## src/rtl/rssi_link_quality_estimator_macros.svh

```systemverilog
// ----------------------------------------------------------------------------
// rssi link quality estimator assertion macros
// Shorthand for clocked assertions on clk with rst_n as disable.
// ----------------------------------------------------------------------------
`ifndef RSSI_LINK_QUALITY_ESTIMATOR_MACROS_SVH
`define RSSI_LINK_QUALITY_ESTIMATOR_MACROS_SVH

// same-cycle implication
`define RLQE_ASSERT_IMP(label, cond, prop) \
    label: assert property (@(posedge clk) disable iff (!rst_n) (cond) |-> (prop)) \
        else $error("rlqe assertion failed");

// next-cycle implication
`define RLQE_ASSERT_NEXT(label, cond, prop) \
    label: assert property (@(posedge clk) disable iff (!rst_n) (cond) |=> (prop)) \
        else $error("rlqe assertion failed");

`endif

```

## src/rtl/rlqe_pkg.sv

```systemverilog
// ----------------------------------------------------------------------------
// rlqe_pkg
// Types, constants and codes shared by the rssi link quality estimator.
// ----------------------------------------------------------------------------
`default_nettype none

package rlqe_pkg;

    // default node table depth
    localparam int NODE_COUNT_DEF = 4;

    // register reset and score constants (rssi and score values in q8.8)
    localparam logic [15:0]        EXP_INTERVAL_RST = 16'd2000;
    localparam logic [14:0]        SCORE_MAX        = 15'd25600;
    localparam logic [22:0]        VAR_MAX          = 23'h7FFFFF;
    localparam logic [55:0]        M2_MAX           = {56{1'b1}};
    localparam logic [31:0]        COUNT_MAX        = 32'hFFFF_FFFF;
    localparam logic signed [17:0] RSSI_OFFSET      = 18'sd23040;  // 90 dBm in q8.8
    localparam logic [22:0]        STAB_LIMIT       = 23'd12800;
    localparam logic [31:0]        GAP_ERR_LIMIT    = 32'd2000;
    // floor(x / 5) = (x * RECIP5) >> RECIP_SHIFT for x below 2^18
    localparam logic [15:0]        RECIP5           = 16'd52429;
    localparam int                 RECIP_SHIFT      = 18;

    // shared divider sizes
    localparam int DIV_NUM_W = 48;
    localparam int DIV_REM_W = 32;
    localparam int DIV_QUO_W = 23;
    localparam int DIV_CNT_W = 5;
    localparam logic [DIV_CNT_W-1:0] MEAN_DIV_ITERS = 5'd17;
    localparam logic [DIV_CNT_W-1:0] VAR_DIV_ITERS  = 5'd23;

    typedef struct packed {
        logic [1:0]  node_index;
        logic [7:0]  rssi_magnitude;
        logic [31:0] timestamp_ms;
    } rlqe_in_t;

    typedef struct packed {
        logic signed [16:0] mean_rssi;
        logic [22:0]        rssi_variance;
        logic [31:0]        interval_ms;
        logic [14:0]        link_score;
    } rlqe_out_t;

    // per-node statistics entry
    typedef struct packed {
        logic [31:0]        count;
        logic [31:0]        last_seen;
        logic [31:0]        gap;
        logic signed [16:0] mean;
        logic [55:0]        m2;
    } rlqe_entry_t;

    typedef struct packed {
        logic                 start;
        logic [DIV_NUM_W-1:0] num;
        logic [DIV_REM_W-1:0] rem_init;
        logic [DIV_REM_W-1:0] divisor;
        logic [DIV_CNT_W-1:0] iters;
    } rlqe_div_req_t;

    typedef struct packed {
        logic                 done;
        logic [DIV_QUO_W-1:0] quotient;
    } rlqe_div_rsp_t;

    typedef enum logic [3:0] {
        ST_IDLE,
        ST_READ,
        ST_MDIV,
        ST_MUL,
        ST_ACC,
        ST_VCHK,
        ST_VDIV,
        ST_SCORE1,
        ST_SCORE2,
        ST_DONE
    } rlqe_state_t;

endpackage

`default_nettype wire

```

## src/rtl/rssi_link_quality_estimator.sv

```systemverilog
// ----------------------------------------------------------------------------
// rssi_link_quality_estimator
// Per-node welford mean and variance of rssi reports with a weighted
// link score; node statistics live in one synchronous memory.
// ----------------------------------------------------------------------------
//  channel  | direction | handshake                  | beat
//  ---------+-----------+----------------------------+-----------------------
//  report   | in        | report_valid/report_stall  | node, rssi, timestamp
//  result   | out       | result_valid/result_stall  | mean, var, gap, score
//  cfg      | in        | cfg_wr_en                  | expected interval ms
//
//  an ignored report (node beyond the table) is dropped while idle; others
//  run the 17-step mean pass of the shared radix-2 divider, and the 23-step
//  variance pass when the variance divide runs, then the score states
//  reset clears per-node valid flags at once, so no clearing pass is needed
//  a new report is taken while a finished result waits in the output register
//  a stalled result holds the next report's completion in the done state
// ----------------------------------------------------------------------------
`default_nettype none

`include "rssi_link_quality_estimator_macros.svh"

module rssi_link_quality_estimator #(
    parameter int NODE_COUNT = rlqe_pkg::NODE_COUNT_DEF
) (
    input  logic               clk,
    input  logic               rst_n,
    input  logic               report_valid,
    output logic               report_stall,
    input  rlqe_pkg::rlqe_in_t report,
    output logic               result_valid,
    input  logic               result_stall,
    output rlqe_pkg::rlqe_out_t result,
    input  logic               cfg_wr_en,
    input  logic [15:0]        cfg_wr_data
);
    import rlqe_pkg::*;

    localparam int ADDR_W = (NODE_COUNT > 1) ? $clog2(NODE_COUNT) : 1;

    rlqe_state_t        state_reg, state_next;
    logic [15:0]        exp_reg;
    rlqe_in_t           item_reg;
    logic [ADDR_W-1:0]  addr_reg;
    logic [ADDR_W-1:0]  rd_addr;

    rlqe_entry_t        mem [NODE_COUNT];
    rlqe_entry_t        rd_data_reg;
    logic               rd_valid_reg;
    logic [NODE_COUNT-1:0] valid_reg;
    rlqe_entry_t        entry;
    rlqe_entry_t        wr_entry;
    logic               mem_we;

    logic [31:0]        n_reg;
    logic [31:0]        gap_reg;
    logic signed [16:0] r_reg;
    logic signed [16:0] mean_old_reg;
    logic [55:0]        m2_old_reg;
    logic signed [17:0] d_reg;
    logic signed [16:0] mean_new_reg;
    logic [31:0]        prod_reg;
    logic [55:0]        m2_new_reg;
    logic [22:0]        var_reg;
    logic [14:0]        s_rssi_reg, s_stab_reg, s_time_reg;
    logic [14:0]        score_reg;
    rlqe_out_t          result_reg;
    logic               result_valid_reg;

    logic               accept;
    logic               idx_ok;
    logic               out_free;
    rlqe_div_req_t      div_req;
    rlqe_div_rsp_t      div_rsp;

    logic [31:0]        cnt_inc;
    logic [31:0]        gap_upd;
    logic signed [16:0] r_val;
    logic signed [17:0] d_val;
    logic [17:0]        d_abs;
    logic signed [17:0] q_s;
    logic signed [17:0] q_signed;
    logic signed [17:0] mean_sum;
    logic signed [17:0] e_val;
    logic signed [35:0] prod_full;
    logic [56:0]        m2_sum;
    logic [31:0]        n_less;
    logic [47:0]        var_num;
    logic               var_big;
    logic signed [17:0] rssi_off;
    logic [17:0]        rssi_x2;
    logic [14:0]        s_rssi;
    logic [14:0]        s_stab;
    logic [31:0]        exp32;
    logic [31:0]        gap_err;
    logic [16:0]        time_x;
    logic [32:0]        time_prod;
    logic [14:0]        s_time;
    logic [17:0]        wsum;
    logic [32:0]        score_prod;

    // report handshake
    assign report_stall = (state_reg != ST_IDLE);
    assign accept       = report_valid && !report_stall;
    assign idx_ok       = (int'(report.node_index) < NODE_COUNT);
    assign rd_addr      = ADDR_W'(report.node_index);
    assign out_free     = !result_valid_reg || !result_stall;

    // entry never written reads as zero
    assign entry = rd_valid_reg ? rd_data_reg : '0;

    // count, gap and deviation from the fetched entry
    assign cnt_inc = (entry.count == COUNT_MAX) ? entry.count : entry.count + 32'd1;
    assign gap_upd = (entry.last_seen != '0) ? item_reg.timestamp_ms - entry.last_seen
                                             : entry.gap;
    assign r_val   = -$signed({1'b0, item_reg.rssi_magnitude, 8'b0});
    assign d_val   = $signed({r_val[16], r_val}) - $signed({entry.mean[16], entry.mean});
    assign d_abs   = d_val[17] ? 18'(-d_val) : 18'(d_val);

    // mean correction from the quotient magnitude
    assign q_s      = $signed({1'b0, div_rsp.quotient[16:0]});
    assign q_signed = d_reg[17] ? -q_s : q_s;
    assign mean_sum = $signed({mean_old_reg[16], mean_old_reg}) + q_signed;

    // welford product, negative clipped to zero
    assign e_val     = $signed({r_reg[16], r_reg}) - $signed({mean_new_reg[16], mean_new_reg});
    assign prod_full = d_reg * e_val;

    // saturating m2 accumulate
    assign m2_sum = {1'b0, m2_old_reg} + 57'(prod_reg);

    // variance divide setup: floor(m2 / 256) / (n - 1)
    assign n_less  = n_reg - 32'd1;
    assign var_num = m2_new_reg[55:8];
    assign var_big = ({7'b0, var_num} >= {n_less, 23'b0});

    // signal strength part
    assign rssi_off = $signed({mean_new_reg[16], mean_new_reg}) + RSSI_OFFSET;
    assign rssi_x2  = {rssi_off[16:0], 1'b0};
    assign s_rssi   = rssi_off[17] ? '0
                    : ((rssi_x2 >= 18'(SCORE_MAX)) ? SCORE_MAX : rssi_x2[14:0]);

    // stability part
    assign s_stab = (var_reg >= STAB_LIMIT) ? '0 : SCORE_MAX - {var_reg[13:0], 1'b0};

    // timing part: penalty floor(err * 64 / 5)
    assign exp32     = {16'b0, exp_reg};
    assign gap_err   = (gap_reg >= exp32) ? gap_reg - exp32 : exp32 - gap_reg;
    assign time_x    = {gap_err[10:0], 6'b0};
    assign time_prod = 33'(time_x) * 33'(RECIP5);
    assign s_time    = (gap_err >= GAP_ERR_LIMIT) ? '0
                     : SCORE_MAX - time_prod[RECIP_SHIFT+14:RECIP_SHIFT];

    // weighted sum 5:3:2, then floor(sum / 10) as floor((sum / 2) / 5)
    assign wsum       = ({3'b0, s_rssi_reg} << 2) + {3'b0, s_rssi_reg}
                      + ({3'b0, s_stab_reg} << 1) + {3'b0, s_stab_reg}
                      + ({3'b0, s_time_reg} << 1);
    assign score_prod = 33'(wsum[17:1]) * 33'(RECIP5);

    // write-back entry
    always_comb
    begin
        wr_entry.count     = n_reg;
        wr_entry.last_seen = item_reg.timestamp_ms;
        wr_entry.gap       = gap_reg;
        wr_entry.mean      = mean_new_reg;
        wr_entry.m2        = m2_new_reg;
    end

    // sequencer: next state, divider requests, write-back
    always_comb
    begin
        state_next       = state_reg;
        mem_we           = 1'b0;
        div_req.start    = 1'b0;
        div_req.num      = {d_abs[16:0], 31'b0};
        div_req.rem_init = '0;
        div_req.divisor  = cnt_inc;
        div_req.iters    = MEAN_DIV_ITERS;
        case (state_reg)
            ST_IDLE:
            begin
                if (accept && idx_ok)
                begin
                    state_next = ST_READ;
                end
            end
            ST_READ:
            begin
                div_req.start = 1'b1;
                state_next    = ST_MDIV;
            end
            ST_MDIV:
            begin
                if (div_rsp.done)
                begin
                    state_next = ST_MUL;
                end
            end
            ST_MUL:
            begin
                state_next = ST_ACC;
            end
            ST_ACC:
            begin
                state_next = ST_VCHK;
            end
            ST_VCHK:
            begin
                if ((n_reg > 32'd1) && !var_big)
                begin
                    div_req.start    = 1'b1;
                    div_req.num      = {var_num[22:0], 25'b0};
                    div_req.rem_init = 32'(var_num[47:23]);
                    div_req.divisor  = n_less;
                    div_req.iters    = VAR_DIV_ITERS;
                    state_next       = ST_VDIV;
                end
                else
                begin
                    state_next = ST_SCORE1;
                end
            end
            ST_VDIV:
            begin
                if (div_rsp.done)
                begin
                    state_next = ST_SCORE1;
                end
            end
            ST_SCORE1:
            begin
                mem_we     = 1'b1;
                state_next = ST_SCORE2;
            end
            ST_SCORE2:
            begin
                state_next = ST_DONE;
            end
            ST_DONE:
            begin
                if (out_free)
                begin
                    state_next = ST_IDLE;
                end
            end
            default:
            begin
                state_next = ST_IDLE;
            end
        endcase
    end

    // control registers
    always_ff @(posedge clk or negedge rst_n)
    begin
        if (!rst_n)
        begin
            state_reg        <= ST_IDLE;
            exp_reg          <= EXP_INTERVAL_RST;
            result_valid_reg <= 1'b0;
            valid_reg        <= '0;
            rd_valid_reg     <= 1'b0;
        end
        else
        begin
            state_reg <= state_next;
            if (cfg_wr_en)
            begin
                exp_reg <= cfg_wr_data;
            end
            if ((state_reg == ST_DONE) && out_free)
            begin
                result_valid_reg <= 1'b1;
            end
            else if (result_valid_reg && !result_stall)
            begin
                result_valid_reg <= 1'b0;
            end
            if (mem_we)
            begin
                valid_reg[addr_reg] <= 1'b1;
            end
            if (accept && idx_ok)
            begin
                rd_valid_reg <= valid_reg[rd_addr];
            end
        end
    end

    // node statistics memory, registered read
    always_ff @(posedge clk)
    begin
        if (mem_we)
        begin
            mem[addr_reg] <= wr_entry;
        end
        if (accept && idx_ok)
        begin
            rd_data_reg <= mem[rd_addr];
        end
    end

    // datapath registers
    always_ff @(posedge clk)
    begin
        if (accept && idx_ok)
        begin
            item_reg <= report;
            addr_reg <= rd_addr;
        end
        if (state_reg == ST_READ)
        begin
            n_reg        <= cnt_inc;
            gap_reg      <= gap_upd;
            r_reg        <= r_val;
            mean_old_reg <= entry.mean;
            m2_old_reg   <= entry.m2;
            d_reg        <= d_val;
        end
        if ((state_reg == ST_MDIV) && div_rsp.done)
        begin
            mean_new_reg <= mean_sum[16:0];
        end
        if (state_reg == ST_MUL)
        begin
            prod_reg <= prod_full[35] ? '0 : prod_full[31:0];
        end
        if (state_reg == ST_ACC)
        begin
            m2_new_reg <= m2_sum[56] ? M2_MAX : m2_sum[55:0];
        end
        if (state_reg == ST_VCHK)
        begin
            var_reg <= (n_reg <= 32'd1) ? '0 : VAR_MAX;
        end
        if ((state_reg == ST_VDIV) && div_rsp.done)
        begin
            var_reg <= div_rsp.quotient;
        end
        if (state_reg == ST_SCORE1)
        begin
            s_rssi_reg <= s_rssi;
            s_stab_reg <= s_stab;
            s_time_reg <= s_time;
        end
        if (state_reg == ST_SCORE2)
        begin
            score_reg <= score_prod[RECIP_SHIFT+14:RECIP_SHIFT];
        end
        if ((state_reg == ST_DONE) && out_free)
        begin
            result_reg.mean_rssi     <= mean_new_reg;
            result_reg.rssi_variance <= var_reg;
            result_reg.interval_ms   <= gap_reg;
            result_reg.link_score    <= score_reg;
        end
    end

    assign result_valid = result_valid_reg;
    assign result       = result_reg;

    rlqe_div u_div (
        .clk   (clk),
        .rst_n (rst_n),
        .req   (div_req),
        .rsp   (div_rsp)
    );

    // divider completions only arrive while the sequencer waits for them
    `RLQE_ASSERT_IMP(a_div_done_waited, div_rsp.done, (state_reg == ST_MDIV) || (state_reg == ST_VDIV))
    // a report for a known node starts the memory read
    `RLQE_ASSERT_NEXT(a_accept_reads, report_valid && !report_stall && idx_ok, state_reg == ST_READ)
    // a shown score never exceeds full scale
    `RLQE_ASSERT_IMP(a_score_range, result_valid_reg, result_reg.link_score <= SCORE_MAX)
    // first sample of a node reports zero variance
    `RLQE_ASSERT_NEXT(a_first_var_zero, (state_reg == ST_DONE) && out_free && (n_reg <= 32'd1), result_reg.rssi_variance == '0)

endmodule

`default_nettype wire

```

## src/rtl/rlqe_div.sv

```systemverilog
// ----------------------------------------------------------------------------
// rlqe_div
// Radix-2 restoring divider, one quotient bit per cycle, shared by the
// mean update and the variance.
// ----------------------------------------------------------------------------
`default_nettype none

module rlqe_div (
    input  logic                    clk,
    input  logic                    rst_n,
    input  rlqe_pkg::rlqe_div_req_t req,
    output rlqe_pkg::rlqe_div_rsp_t rsp
);
    import rlqe_pkg::*;

    logic                 busy_reg, busy_next;
    logic                 done_reg, done_next;
    logic [DIV_CNT_W-1:0] cnt_reg, cnt_next;
    logic [DIV_REM_W-1:0] rem_reg, rem_next;
    logic [DIV_NUM_W-1:0] num_reg, num_next;
    logic [DIV_REM_W-1:0] den_reg, den_next;
    logic [DIV_QUO_W-1:0] quo_reg, quo_next;
    logic [DIV_REM_W:0]   shifted;
    logic                 fits;

    // trial subtract of the shifted remainder
    assign shifted = {rem_reg, num_reg[DIV_NUM_W-1]};
    assign fits    = (shifted >= {1'b0, den_reg});

    always_comb
    begin
        busy_next = busy_reg;
        done_next = 1'b0;
        cnt_next  = cnt_reg;
        rem_next  = rem_reg;
        num_next  = num_reg;
        den_next  = den_reg;
        quo_next  = quo_reg;
        if (req.start)
        begin
            busy_next = 1'b1;
            cnt_next  = req.iters;
            rem_next  = req.rem_init;
            num_next  = req.num;
            den_next  = req.divisor;
            quo_next  = '0;
        end
        else if (busy_reg)
        begin
            rem_next = fits ? DIV_REM_W'(shifted - {1'b0, den_reg}) : shifted[DIV_REM_W-1:0];
            num_next = {num_reg[DIV_NUM_W-2:0], 1'b0};
            quo_next = {quo_reg[DIV_QUO_W-2:0], fits};
            cnt_next = cnt_reg - DIV_CNT_W'(1);
            if (cnt_reg == DIV_CNT_W'(1))
            begin
                busy_next = 1'b0;
                done_next = 1'b1;
            end
        end
    end

    // control state
    always_ff @(posedge clk or negedge rst_n)
    begin
        if (!rst_n)
        begin
            busy_reg <= 1'b0;
            done_reg <= 1'b0;
            cnt_reg  <= '0;
        end
        else
        begin
            busy_reg <= busy_next;
            done_reg <= done_next;
            cnt_reg  <= cnt_next;
        end
    end

    // datapath
    always_ff @(posedge clk)
    begin
        rem_reg <= rem_next;
        num_reg <= num_next;
        den_reg <= den_next;
        quo_reg <= quo_next;
    end

    assign rsp.done     = done_reg;
    assign rsp.quotient = quo_reg;

endmodule

`default_nettype wire

```

## config.mk

```make
export PLATFORM = sky130hd
export DESIGN_NAME = rssi_link_quality_estimator
export DESIGN_NICKNAME = d
export VERILOG_FILES = /design/src/rtl/rlqe_pkg.sv /design/src/rtl/rssi_link_quality_estimator.sv /design/src/rtl/rlqe_div.sv
export VERILOG_INCLUDE_DIRS = /design/src /design/src/rtl
export SDC_FILE = /design/constraint.sdc
export NUM_CORES = 2
export LEC_CHECK = 0
export CAP_MARGIN = 20
export CORE_MARGIN = 2
export CORE_UTILIZATION = 35
export CTS_BUF_LIST = sky130_fd_sc_hd__clkbuf_8
export DETAILED_ROUTE_END_ITERATION = 6
export DONT_BUFFER_PORTS = 1
export GPL_TIMING_DRIVEN = 1
export PLACE_DENSITY = 0.49
export SLEW_MARGIN = 15
export SYNTH_ARGS = -nofsm -noshare
export SYNTH_HDL_FRONTEND = slang
export SYNTH_SLANG_ARGS = --single-unit
```

## constraint.sdc

```tcl
create_clock -name clk -period 16.6 [get_ports clk]
set_input_delay 3.32 -clock clk [delete_from_list [all_inputs] [get_ports clk]]
set_output_delay 3.32 -clock clk [all_outputs]
set_load 0.02 [all_outputs]
```

# After elaboration in Yosys (flattened, before gate mapping)
# Memory sizes are Yosys's and may differ from the RTL's. A register that Yosys moved wholly into a read port is not among the register bits.
# Index checks and enable logic that the tools add are counted.
# word_totals
register_bits	657
mem_bits_rw	676
word_cells	147
memories	1
# mem_list
name	depth	width	read_ports	rd_clocked_by_memory_dff	write_ports	line	rtl
mem	4	169	1	1	1	rssi_link_quality_estimator.sv:47	rlqe_entry_t mem [NODE_COUNT];
# classes
addsub	21
mul	3
n_lt_le_gt_ge	11
eq_ne	15
muxes	41
bitwise	1
reduce_logical	20
# op_table
op	count
$mux W32	6
$mux W169	1
$mux W118	1
$mux W117	1
$mux W48	2
$mux W23	3
$sub A32 B32 Y32	2
$add A56 B32 Y57	1
$ge A48 B55 Y1	1
$pmux W4 S10	1
$add A18 B16 Y18	2
$mul A18 B18 Y36	1
$sub A17 B17 Y18	2
$mux W17	2
$neg A17 Y17	2
$ge A33 B32 Y1	1
$mul A17 B16 Y33 const B	1
$add A32 B1 Y32 const B	1
$eq A32 B32 Y1 const B	1
$ge A32 B11 Y1 const B	1
$ge A32 B16 Y1	1
$gt A32 B1 Y1 const B	1
$le A32 B1 Y1 const B	1
$reduce_bool A32 Y1	1
38 further kinds	75

# Depth between registers and ports, before layout
# logic_depth
word_depth	7
mapped_depth	45

# Cells and area by module
# From an unflattened synthesis, not the netlist that was laid out.
# unflattened
hier_cells	6639
area_unflattened_um2	86315.3
# modules_own_cells
mod	n_inst	cells_per_inst	area_each_um2
rssi_link_quality_estimator	1	5978	78512.8
rlqe_div	1	661	7802.5

# Worst setup path after synthesis
# No wires, ideal clock.
# synth_timing
path_type	reg2reg
startpoint	reg state_reg[3]
endpoint	reg valid_reg[0]
setup_time_ps	167
t_arrival_ps	18233
required_ps	16433
setup_slack_ps	-1800
path_stages_with_launch	6
path_buffers	2
period_less_slack_ps	18400
cell_sequence	dfrtp_1 > clkbuf_1 > nand2b_1 > clkbuf_1 > nor4_1 > or2_2
# synth_via
elab_chain_len	2
# synth_rtl
item	line	rtl
start: declaration	rssi_link_quality_estimator.sv:41	rlqe_state_t state_reg, state_next;
start signal: assignment	rssi_link_quality_estimator.sv:267	state_reg <= state_next;
$eq A4 B3 Y1	rssi_link_quality_estimator.sv:180	case (state_reg)
$mux W1	rssi_link_quality_estimator.sv:180	
end signal: assignment	rssi_link_quality_estimator.sv:262	valid_reg <= '0;
end signal: indexed assignment	rssi_link_quality_estimator.sv:282	valid_reg[addr_reg] <= 1'b1;
end: declaration	rssi_link_quality_estimator.sv:50	logic [NODE_COUNT-1:0] valid_reg;
# No other way between the ends.
# A chain may end at the register's enable or synchronous reset.

# Worst setup path in the final report
# layout_timing
startpoint	reg s_stab_reg[3]
endpoint	reg score_reg[14], data pin
# layout_via
elab_chain_len	4
# layout_rtl
item	line	rtl
start: declaration	rssi_link_quality_estimator.sv:65	logic [14:0] s_rssi_reg, s_stab_reg, s_time_reg;
start signal: assignment	rssi_link_quality_estimator.sv:344	s_stab_reg <= s_stab;
$add A18 B16 Y18	rssi_link_quality_estimator.sv:156	+ ({3'b0, s_stab_reg} << 1) + {3'b0, s_stab_reg}
$add A18 B15 Y18 (*)	rssi_link_quality_estimator.sv:156	
$add A18 B16 Y18 (*)	rssi_link_quality_estimator.sv:157	+ ({3'b0, s_time_reg} << 1);
$mul A17 B16 Y33 (*)	rssi_link_quality_estimator.sv:158	assign score_prod = 33'(wsum[17:1]) * 33'(RECIP5);
via score_prod[32]	rssi_link_quality_estimator.sv:100	logic [32:0] score_prod;
end signal: assignment	rssi_link_quality_estimator.sv:349	score_reg <= score_prod[RECIP_SHIFT+14:RECIP_SHIFT];
end: declaration	rssi_link_quality_estimator.sv:66	logic [14:0] score_reg;
# The timed path passes the listed nets; every way through them passes the cells marked *.

==> summary.txt <==
Timing
  • Tcrit/Tclk final: 0.663
  • Max_slew headroom: 0.263
  • Final Hold Viols: 0
  • Final setup fails: 0
  • Crit path time final: 11.00 ns
  • Slew @ Worst Pin: about 1.1 ns
  • Worst clock skew: about 0.093 ns
  • Fin. max-slew vios: 0
  • Setup TNS: 0 ns
  • RSZ-0062 raised after global routing: no
  • Fmax: between 0.09 and 0.1 GHz

Synthesis
  • Mean Syn Cell Area: roughly 13 um^2
  • Post-Syn Area: between 80,000 and 90,000 um^2
  • Top cell type by total area after synthesis: edfxtp_1
  • Warnings, synthesis: 0
  • EDFF count, synth: about 1,400
  • Register bit total from synthesis: approximately 1,500
  • Cell variety after synth: 97
  • Top cells by area, synth: edfxtp_1 (50%), fa_1 (12%), ha_1 (7.6%)
  • Post-synthesis instance total: around 6,500
  • Dominant synthesized flop cell: edfxtp_1
  • Post-synth ARST share: 0.0225
  • Net Count, Synth: around 7,600
  • Synth top area share: 0.502
  • Post-synthesis sequential area ratio: 0.518

Run status
  • Run status: finished, final reports clean

Worst setup path
  • Worst setup SP type: register
  • WP data arrival: between 10 and 15 ns
  • Worst-path fanout max: 7
  • CP endpoint kind: register
  • Critical Path RT: 17.31 ns
  • CP max stage cell: xor2_1
  • WS Path Type: register to register
  • Max stage delay on crit path: around 0.64 ns

Job
  • Max_cap viols: 0

Drt
  • WL final: 222,000 um
  • Post-route ant nets: 0
  • Post-route DRC: 0
  • Average via count per standard cell: around 5
  • WL/cell: around 22 um
  • Number of detailed-route iterations in the first pass: 7
  • Initial drt markers: roughly 2,900
  • Vias after detailed routing: about 50,000

Clock tree
  • Resize count post-CTS: 0
  • Root Buffer Master: clkbuf_8
  • Clock sinks: approximately 1,500
  • Clock Tree Buf Depth: 4
  • CTS tree: built
  • CTS buffer count: 276
  • Post-CTS Setup Inserts: 0
  • # hold bufs at CTS: 0
  • H-tree depth: 5
  • Clk_lat worst skew: between 1 and 1.5 ns
  • Clock-pin slew on the worst setup and hold paths: 0.05 ns

Worst hold path
  • Hold Crit Class: register to register

GRT
  • First-pass GRT wire length: approximately 340,000 um
  • Number of global-route vias before repair: 53,621
  • GRT overflow: 0
  • Total track usage: 0.182
  • Antenna violations before repair: 9
  • Largest net degree at the start of global routing: approximately 170

Die
  • Die height: 495 um
  • Total die area: around 240,000 um^2
  • Row count: 180
  • Initial Util: 0.351
  • DIE WIDTH: around 490 um
  • Io pins: approximately 150
  • Core box area: about 240,000 um^2

Final layout
  • Max reg flops: between 600 and 700
  • Layout Nets: between 7,000 and 8,000
  • Fraction of layout cells with a size suffix above 1: 0.0998
  • Fillers: between 20,000 and 25,000
  • Area growth, synth to finish: 10.5%

Placement
  • Buffers on Ports: 0
  • RePlAce Congestion: around 0.85
  • Post-DP HPWL: between 150,000 and 200,000 um
## per-stage QoR
step / cells / hold slack, ns / worst slack (ns) / cell area, um^2 / util
finish: 10080 / 0.415 / 5.60 / 93200 / 0.388
global route: 10078 / 0.420 / 4.63 / 93200 / 0.388
CTS: 10075 / 0.416 / 5.54 / 93100 / 0.388
detailed placement: 9617 / 0.405 / 5.56 / 88400 / 0.368
global placement: 9615 / 0.406 / 5.65 / 88300 / 0.368
floorplan: 6533 / 0.400 / 5.60 / 84300 / -
## worst paths after layout
check	start	end	slack, ns	cells past startpoint
worst max-delay path	s_stab_reg[3]	score_reg[14]	5.60	45
worst min-delay path	score_reg[6]	result[6]	0.42	0
worst max register to register	s_stab_reg[3]	score_reg[14]	5.60	45
worst min register to register	score_reg[6]	result[6]	0.42	0
max in group asynchronous	rst_n	exp_reg[10]	14.39	0
min in group asynchronous	rst_n	exp_reg[13]	2.00	0
## cell type report
cell class | count | area [um^2] | share of cell area
Clock inverter | 172 | 835 | 0.00896
Multi-Input combinational cell | 3978 | 36700 | 0.394
Timing Repair Buffer | 95 | 731 | 0.00784
Inverter | 894 | 3360 | 0.0361
Tap cell | 3185 | 3990 | 0.0428
Clock buffer | 286 | 3940 | 0.0422
Antenna cell | 4 | 10.0 | 0.000107
Sequential cell | 1466 | 43600 | 0.468
## cell usage after synthesis (17+ instances only)
| master | n |
|---|---|
| nand4_1 | 45 |
| and2_1 | 214 |
| or3_1 | 36 |
| nor3_1 | 102 |
| a31oi_1 | 21 |
| or4_1 | 17 |
| dfrtp_1 | 27 |
| nand2b_1 | 37 |
| buf_1 | 26 |
| o21a_1 | 32 |
| o31ai_1 | 21 |
| dfxtp_1 | 23 |
| a21o_1 | 121 |
| a211oi_1 | 17 |
| nand3_1 | 102 |
| xnor2_1 | 185 |
| or2_2 | 26 |
| inv_1 | 892 |
| o21bai_1 | 31 |
| mux2i_1 | 36 |
| nor2_1 | 339 |
| nor4_1 | 24 |
| ha_1 | 509 |
| clkbuf_1 | 151 |
| edfxtp_1 | 1410 |
| o21ai_0 | 235 |
| nor2b_1 | 44 |
| a22oi_1 | 19 |
| mux4_2 | 170 |
| and3_1 | 50 |
| xor2_1 | 142 |
| nand2_1 | 506 |
| a21oi_1 | 230 |
| fa_1 | 503 |
## layout by cell type (no fill, tap or decap), drive strengths merged, types with 25 or more instances in the layout
cell type and count:
a21o 121, a21oi 231, and2 214, and3 50
buf 95, clkbuf 286, clkinv 75, dfrtp 27
edfxtp 1410, fa 503, ha 509, inv 979
mux2i 36, mux4 170, nand2 506, nand2b 37
nand3 102, nand4 45, nor2 340, nor2b 44
nor3 106, nor4 25, o21a 33, o21ai 248
o21bai 31, or2 27, or3 37, xnor2 185
xor2 144
## metal layers
| layer | track usage | share of wire | vias to the layer above |
|---|---|---|---|
| li1 | - | - | 23221 |
| met1 | 0.236 | 0.43 | 25735 |
| met2 | 0.318 | 0.50 | 1035 |
| met3 | 0.0259 | 0.040 | 304 |
| met4 | 0.0496 | 0.025 | 2 |
| met5 | 0 | 0.000045 | - |
## worst max-delay path, delay by kind of cell, from the launching register on
family | cells | cell delay, ns
flip-flops | 1 | 0.39
AO/OA/AOI/OAI | 18 | 3.35
XOR/XNOR | 2 | 0.73
buffers and inverters | 8 | 0.48
AND/OR/NAND/NOR | 5 | 0.70
adder cells (fa/ha/maj) | 12 | 5.11
## cell families after synthesis
group / Yosys count / synth area share
muxes: 214 / 0.0508
AOI/OAI and AO/OA: 838 / 0.0618
adders and majority gates: 1012 / 0.195
and+or+nand+nor: 1585 / 0.0913
xor gates and xnor gates: 329 / 0.0345
buffers and inverters: 1089 / 0.0489
DFF: 1466 / 0.518
Power is not shown: default switching activity piles up to over one toggle a cycle in this logic, so the estimate is an artifact.
